File: config.mk
export PLATFORM = sky130hd
export DESIGN_NAME = sacl_cfg
export DESIGN_NICKNAME = d
export VERILOG_FILES = /design/src/sv/sacl_pkg.sv /design/src/sv/sacl_cfg.sv
export SDC_FILE = /design/constraint.sdc
export NUM_CORES = 1
export LEC_CHECK = 0
export BUFFER_PORTS_ARGS = -buffer_cell sky130_fd_sc_hd__buf_4
export CAP_MARGIN = 10
export CORE_MARGIN = 2
export CORE_UTILIZATION = 44
export CTS_BUF_LIST = sky130_fd_sc_hd__clkbuf_4 sky130_fd_sc_hd__clkbuf_8
export DETAILED_ROUTE_END_ITERATION = 12
export GPL_TIMING_DRIVEN = 0
export PLACE_DENSITY = 0.92
export SETUP_SLACK_MARGIN = 0.4
export SLEW_MARGIN = 30
export SYNTH_ARGS = -nofsm -noshare
export SYNTH_HDL_FRONTEND = slang
export SYNTH_SLANG_ARGS = --single-unit
File: constraint.sdc
create_clock -name i_clk -period 1.3 [get_ports i_clk]
set_input_delay 0.065 -clock i_clk [delete_from_list [all_inputs] [get_ports i_clk]]
set_output_delay 0.065 -clock i_clk [all_outputs]
set_load 0.02 [all_outputs]
File: src/sv/sacl_pkg.sv
// Shared types and constants for the set-associative cache tag store with LRU ages.
// No dependencies; compile first.
package sacl_pkg;

    localparam int unsigned DATA_W        = 32;
    localparam int unsigned WAYS_DEF      = 4;
    localparam int unsigned MAX_SETS_DEF  = 64;
    localparam int unsigned AGE_WIDTH_DEF = 16;

    localparam int unsigned OFS_W     = 4;
    localparam int unsigned SETB_W    = 3;
    localparam int unsigned PADDR_W   = 4;
    localparam int unsigned REG_IDX_W = PADDR_W - 2;

    // Widest masked set index: set_bits tops out at 7
    localparam int unsigned SIDX_W = 7;

    // Register indexes (byte address / 4)
    localparam logic [REG_IDX_W-1:0] REG_BASE_ADDRESS = 2'd0;
    localparam logic [REG_IDX_W-1:0] REG_OFFSET_BITS  = 2'd1;
    localparam logic [REG_IDX_W-1:0] REG_SET_BITS     = 2'd2;

    localparam logic [DATA_W-1:0] BASE_RST = '0;
    localparam logic [OFS_W-1:0]  OFS_RST  = 4'd6;
    localparam logic [SETB_W-1:0] SETB_RST = 3'd6;

    typedef struct packed {
        logic [DATA_W-1:0] base_address;
        logic [OFS_W-1:0]  offset_bits;
        logic [SETB_W-1:0] set_bits;
    } t_cfg;

endpackage

File: src/sv/sacl_cfg.sv
// APB-style configuration registers: base address, offset bits, set bits.
// Depends on sacl_pkg.
module sacl_cfg (
    input  logic                           i_clk,
    input  logic                           i_rst_n,
    input  logic                           psel,
    input  logic                           penable,
    input  logic                           pwrite,
    input  logic [sacl_pkg::PADDR_W-1:0]   paddr,
    input  logic [sacl_pkg::DATA_W-1:0]    pwdata,
    output logic [sacl_pkg::DATA_W-1:0]    prdata,
    output logic                           pready,
    output sacl_pkg::t_cfg                 o_cfg
);
    import sacl_pkg::*;

    t_cfg                 r_cfg;
    logic [REG_IDX_W-1:0] w_idx;
    logic                 w_wr;

    assign pready = 1'b1;
    assign w_idx  = paddr[PADDR_W-1:2];
    assign w_wr   = psel && penable && pwrite;
    assign o_cfg  = r_cfg;

    always_ff @(posedge i_clk) begin
        if (!i_rst_n) begin
            r_cfg.base_address <= BASE_RST;
            r_cfg.offset_bits  <= OFS_RST;
            r_cfg.set_bits     <= SETB_RST;
        end else if (w_wr) begin
            case (w_idx)
                REG_BASE_ADDRESS: begin
                    r_cfg.base_address <= pwdata;
                end
                REG_OFFSET_BITS: begin
                    r_cfg.offset_bits <= pwdata[OFS_W-1:0];
                end
                REG_SET_BITS: begin
                    r_cfg.set_bits <= pwdata[SETB_W-1:0];
                end
                default: begin
                end
            endcase
        end
    end

    always_comb begin
        case (w_idx)
            REG_BASE_ADDRESS: prdata = r_cfg.base_address;
            REG_OFFSET_BITS:  prdata = DATA_W'(r_cfg.offset_bits);
            REG_SET_BITS:     prdata = DATA_W'(r_cfg.set_bits);
            default:          prdata = '0;
        endcase
    end

endmodule

After elaboration in Yosys (flattened, before gate mapping):

Cells that the tools add are included.

* register bits: 39

* equal/unequal tests: 2
* mux-type cells: 1
* reductions and logical operators: 6

Operators by type and width (number)
* $pmux 32 s3: 1
* $reduce_and 2->1: 3
* $eq 2x1->1 const B: 1
* $eq 2x2->1 const B: 1
* $logic_and 1x1->1: 2
* $logic_not 2->1: 1

Longest topological paths before layout:

Gate-level depths: netlist of run 1.

* word-level depth: 3
* gate-level depth with buffers: 4
* depth with buffers taken out: 3

Worst setup path before layout of run 1:

No wires, ideal clock.

* path kind: register to output
* start point: register r_cfg (netlist bit o_cfg[4])
* end point: output port prdata[1] (netlist bit)
* arrival: 1.026 ns
* data required time: 1.235 ns
* setup slack: 0.209 ns
* cell stages (with the launch flop): 3
* cell sequence: dfxtp_1 > mux2i_1 > o21ai_0

* cells in the longest elaborated chain, start to end: 1

Ends and longest elaborated chain
* start, declared: line sacl_cfg.sv:17 `t_cfg r_cfg;`
* $pmux 32 s3: line sacl_cfg.sv:49 `case (w_idx)`
* end, declared: line sacl_cfg.sv:11 `output logic [sacl_pkg::DATA_W-1:0] prdata,`

Every way passes these cells.

Final worst setup path of run 1:

* start point: register r_cfg (netlist bit o_cfg[6])
* end point: output port prdata[3] (netlist bit)

The elaborated chain is that of the path after synthesis.

==> results of run 1 <==
-- metal layers --
layer / track usage [%] / up-vias / part of all wire (%)
li1: - / 989 / -
met1: 27.4 / 1030 / 37
met2: 47.5 / 114 / 53
met3: 7.46 / 35 / 5.7
met4: 9.59 / 0 / 4.5
met5: 0 / - / 0
-- final timing paths --
path	from	to	slack [ns]	depth (start not counted)
hold reg to reg	o_cfg[13]$_SDFFE_PN0P_	o_cfg[13]$_SDFFE_PN0P_	0.47	2
setup / recovery	o_cfg[6]$_SDFFE_PN0P_	prdata[3]	0.17	3
setup reg to reg	o_cfg[34]$_SDFFE_PN0P_	o_cfg[34]$_SDFFE_PN0P_	0.45	4
hold / removal	pwdata[4]	o_cfg[11]$_SDFFE_PN0P_	0.008	3
-- metrics by stage --
step	instances	power, W	area, um^2	hold WS [ns]	utilization, %
final	418	0.00249	3650	0.00806	90.5
after global routing	418	0.00259	3650	0.00669	90.5
after CTS	404	0.00243	3300	0.0100	81.9
after detailed placement	369	0.00157	2770	0.330	68.7
after global placement	369	0.00156	2770	0.322	68.7
after floorplan	213	0.00141	1910	0.207	-
-- timing repair --
action	CTS	global route
buffers inserted	27	13
cloned	0	1
pin swaps	1	2
endpoints found under the setup margin	33	81
resized for setup	103	60
-- cells by family (layout without fill, tap and decap cells) --
kind of cell	count (synthesis)	in the layout	share of synthesized area, %
simple gates	111	111	28.5
other cells	1	1	0.201
mux	43	43	23.1
compound gates	3	3	0.806
flops	39	39	41.9
buf+inv	16	171	5.51
-- worst register-to-register path: cells and delay by family, from the launching register on --
family,cells,cell delay (ns)
muxes,1,0.08
DFF,1,0.34
and+or+nand+nor,1,0.09
buffers and inverters,2,0.23
-- placed cells by master, fill, tap and decap left out, drive strengths merged --
cell    netlist  routed
clkinv        0       1
nand3         1       1
conb          1       1
clkbuf        9      15
nand2        70      70
buf           7     155
and2         28      28
dfxtp        39      39
nor3          1       1
nor2b         6       6
mux2i        43      43
nor2          2       2
nor3b         1       1
and2b         1       1
nand4         1       1
o21ai         3       3
-- final cells by class --
class | instances | area (um^2)
plain buffers | 16 | 138
clock buffers | 7 | 83.8
clock inverters | 1 | 5.00
fillers | 174 | 382
multi-input cells | 158 | 1090
flip-flops and latches | 39 | 828
well taps | 50 | 62.6
repair buffers | 147 | 1440
-- Yosys cell counts --
master / count / area (um^2)
nand4_1: 1 / 6.26
buf_4: 1 / 7.51
dfxtp_1: 39 / 781
o21ai_0: 3 / 15.0
mux2i_1: 43 / 430
clkbuf_1: 9 / 33.8
conb_1: 1 / 3.75
nor3b_2: 1 / 12.5
nor2_1: 2 / 7.51
nand3_1: 1 / 5.00
nand2_1: 70 / 263
and2b_1: 1 / 7.51
nor3_4: 1 / 16.3
buf_6: 5 / 56.3
buf_2: 1 / 5.00
and2_1: 28 / 175
nor2b_1: 6 / 37.5
-- report_power, final --
part	leakage, nW	internal, W	switching, W	total, W
registers	0.330	0.00121	0.0000133	0.00123
clock network	0.0491	0.000418	0.000416	0.000835
logic	1.29	0.000223	0.000206	0.000429
==> metrics.yaml, run 1 <==
drc: 0
dr_total_vias: 2168
arrival_ns: 1.06
finalSetupTns_ns: 0
worst_slack_ns: 0.171
fmax_ghz: 0.886
max_cap_violations: 0
area_growth_pct: 95.8
rsz0062_at_grt: "true"
grt_pass1_vias: 2046
hold_buffers: 0
cp_cell_sequence: "mux2i_2 > nor2_1 > buf_4"
die_x_um: 69.1
seq_area_frac_synth_pct: 41.9
worst_pin_slew_ns: 0.502
hp-class: "in2reg"
run_status: "finished clean"
antenna_found_initial: 0
cp-end-kind: "output port"
yosysWarningCount: 0
numPortBuffers: 106
routabilityCongestion: 0.812
start_util_pct: 46.2
setup_viol: 0
cts-root-buf: "clkbuf_8"
final_antenna_net_count: 0
cts_made_buffers: 5
nets: 408
routed_via_density: 5.19
grt_use_total_pct: 25.7
first_pass_iters: 4
dieArea_mm2: 0.00477
synth-seq-cells: 39
yosysUniqueCellTypes: 17
critPathLaunchType: "flop"
crit_fanout: 2
slew_headroom_pct: 66.6
post_drt_wl_per_cell_um: 18.5
slowest_delay_ns: 0.34
peakVddDrop_v: 0.000599
drt_iter0_markers: 87
largest_register_ffs: 39
finalCritPeriodShare_pct: 86.9
leakage_nw: 1.67
hold_viol: 0
syn-num-nets: 254
power_density_mw_per_mm2: 682
drive_gt1_share_pct: 65.8
fin_crit_ns: 1.13
diodes: 0
clk_pin_slew_ns: 0.08
grt_overflow: 0
cts_tree: "done"
slew_violations: 0
clock_latency_ns: 0.30
path_class: "reg2out"
synth.avg_cell_area_um2: 8.75
fp.coreArea_mm2: 0.00403
wirelength_um: 7740
grt_pass1_wl_um: 9910
syn_inst: 213
dieHeight_um: 69.1
cts_max_level: 2
critPathBufInv: 1
cp_top_family: "flip-flops"
finClkSkew_ns: 0
cp_slowest_cell: "dfxtp_2"
clk_path_buf_depth: 2
dp_hpwl_um: 4010
io_pins: 113
fp-row-count: 23
clock_sinks: 39
grt_max_degree: 12
post-place-ws_ns: -0.0778
syn-cell-area_mm2: 0.00186
cp.required_ns: 1.24
No activity file was read; power rests on OpenSTA's default activity.
==> inputs of run 2 (changes only) <==
==> constraint.sdc (replaced) <==
create_clock -name i_clk -period 1.3 [get_ports i_clk]
set_input_delay 0.195 -clock i_clk [delete_from_list [all_inputs] [get_ports i_clk]]
set_output_delay 0.195 -clock i_clk [all_outputs]
set_load 0.02 [all_outputs]
==> run 2 against run 1 <==
  * Clock power increased by 9.0%
  * Largest power group unchanged
  * Critical path type is now in2out
  * Via count down 3.8%
  * Worst hold slack better by 0.15 ns
  * Sequential power is essentially flat
  * Clock skew did not move
  * Register-to-register slack worse by 0.09 ns
==> metrics.yaml, run 2 (synthesized netlist as in run 1, its figures left out) <==
slew_violations: 0
fin_crit_ns: 1.24
path_class: "in2out"
io_pins: 113
routed_via_density: 5.12
hold_buffers: 0
power_density_mw_per_mm2: 709
fp.coreArea_mm2: 0.00403
worst_pin_slew_ns: 0.506
start_util_pct: 46.2
max_cap_violations: 0
stdcell_area_mm2: 0.00363
fp-row-count: 23
dieHeight_um: 69.1
slowest_delay_ns: 0.25
numPortBuffers: 106
post-place-ws_ns: -0.0238
leakage_nw: 1.64
first_pass_iters: 4
routabilityCongestion: 0.785
cp.required_ns: 1.11
finalSetupTns_ns: 0
dp.cells: 369
cts_tree: "done"
drive_gt1_share_pct: 65.5
clock_latency_ns: 0.28
grt_pass1_vias: 2085
drt_iter0_markers: 93
final_antenna_net_count: 0
clock_sinks: 39
rsz0062_at_grt: "true"
crit_fanout: 6
largest_register_ffs: 39
layout_common_cells: "buf_6 (79), nand2_1 (70), buf_4 (53), mux2i_1 (40), dfxtp_2 (38)"
finalCritPeriodShare_pct: 95.6
clk_pin_slew_ns: 0.07
finClkSkew_ns: 0
die_x_um: 69.1
cp_slowest_cell: "nor2_4"
post_drt_wl_per_cell_um: 18.1
cp_cell_sequence: "buf_12 > nor2_4 > clkbuf_8 > and2_4 > buf_6"
cts_max_level: 2
cp-end-kind: "output port"
grt_use_total_pct: 26.5
cts_made_buffers: 5
antenna_found_initial: 0
clk_path_buf_depth: 2
dr_total_vias: 2085
drc: 0
grt_pass1_wl_um: 10100
arrival_ns: 1.05
setup_viol: 0
slew_headroom_pct: 66.1
peakVddDrop_v: 0.000721
dp_hpwl_um: 4090
hp-class: "in2reg"
hold_viol: 0
grt_overflow: 0
final_common_cell: "buf_6"
dieArea_mm2: 0.00477
nets: 397
fmax_ghz: 0.805
diodes: 0
area_growth_pct: 95.1
wirelength_um: 7380
worst_slack_ns: 0.0578
grt_max_degree: 12
postPlaceCellArea_mm2: 0.00284
stdcell_count: 407
run_status: "finished clean"
cts-root-buf: "clkbuf_8"
critPathLaunchType: "primary input"
fin_util_pct: 90.2
run 2: changes by cell type in the layout (fill, tap and decap cells not counted), moves of 2 or more:
| cell | delta |
|---|---|
| buf_4 | -12 |
| buf_6 | -5 |
| and2_2 | +4 |
| and2_4 | -4 |
| clkbuf_8 | +4 |
| buf_12 | +3 |
| clkbuf_1 | -3 |
| clkbuf_2 | +3 |
| clkbuf_16 | +2 |
| mux2i_1 | +2 |
| mux2i_2 | -2 |
run 2: path summary, 6_finish.rpt:
check | slack [ns] | to | start | cells after the start
max | 0.06 | prdata[29] | paddr[3] | 5
min reg2reg | 0.48 | o_cfg[20]$_SDFFE_PN0P_ | o_cfg[20]$_SDFFE_PN0P_ | 2
min | 0.15 | o_cfg[18]$_SDFFE_PN0P_ | pwdata[11] | 3
max reg2reg | 0.36 | o_cfg[5]$_SDFFE_PN1P_ | o_cfg[5]$_SDFFE_PN1P_ | 4
run 2: metal layers:
metal | wire length, um | vias to the layer above | GRT usage [%] | part of all wire (%)
met5 | 0 | - | 0 | 0
met2 | 4090 | 104 | 50.6 | 55
met4 | 199 | 0 | 8.06 | 2.7
li1 | - | 966 | - | -
met1 | 2600 | 994 | 28.4 | 35
met3 | 495 | 21 | 6.14 | 6.7
run 2: power by group:
part	switching (W)	leakage, nW	internal [W]	total, W
logic	0.000204	1.25	0.000235	0.000439
registers	0.0000160	0.331	0.00121	0.00123
clock network	0.000405	0.0549	0.000505	0.000910
total	0.000625	1.64	0.00195	0.00258
run 2: what timing repair did:
item,4_1_cts,5_1_grt
resized for setup,126,19
endpoints found under the hold margin,0,0
buffers inserted,20,5
pin swaps,19,8
endpoints found under the setup margin,103,108
gates cloned,2,3
run 2: worst max-delay path, delay by kind of cell:
family                 cells  cell delay, ns
and+or+nand+nor            2            0.41
buffers and inverters      3            0.44
run 2: area by class of cell:
class / instances / area, um^2
Timing Repair Buffer: 136 / 1380
Multi-Input combinational cell: 158 / 1080
Sequential cell: 39 / 832
Fill cell: 180 / 394
Buffer: 16 / 171
Clock buffer: 8 / 104
Tap cell: 50 / 62.6
run 2: stage by stage:
stage	hold slack (ns)	total power (W)
global route	0.151	0.00266
CTS	0.157	0.00254
detailed placement	0.463	0.00159
finish	0.155	0.00258
floorplan	0.337	0.00143
global placement	0.454	0.00158
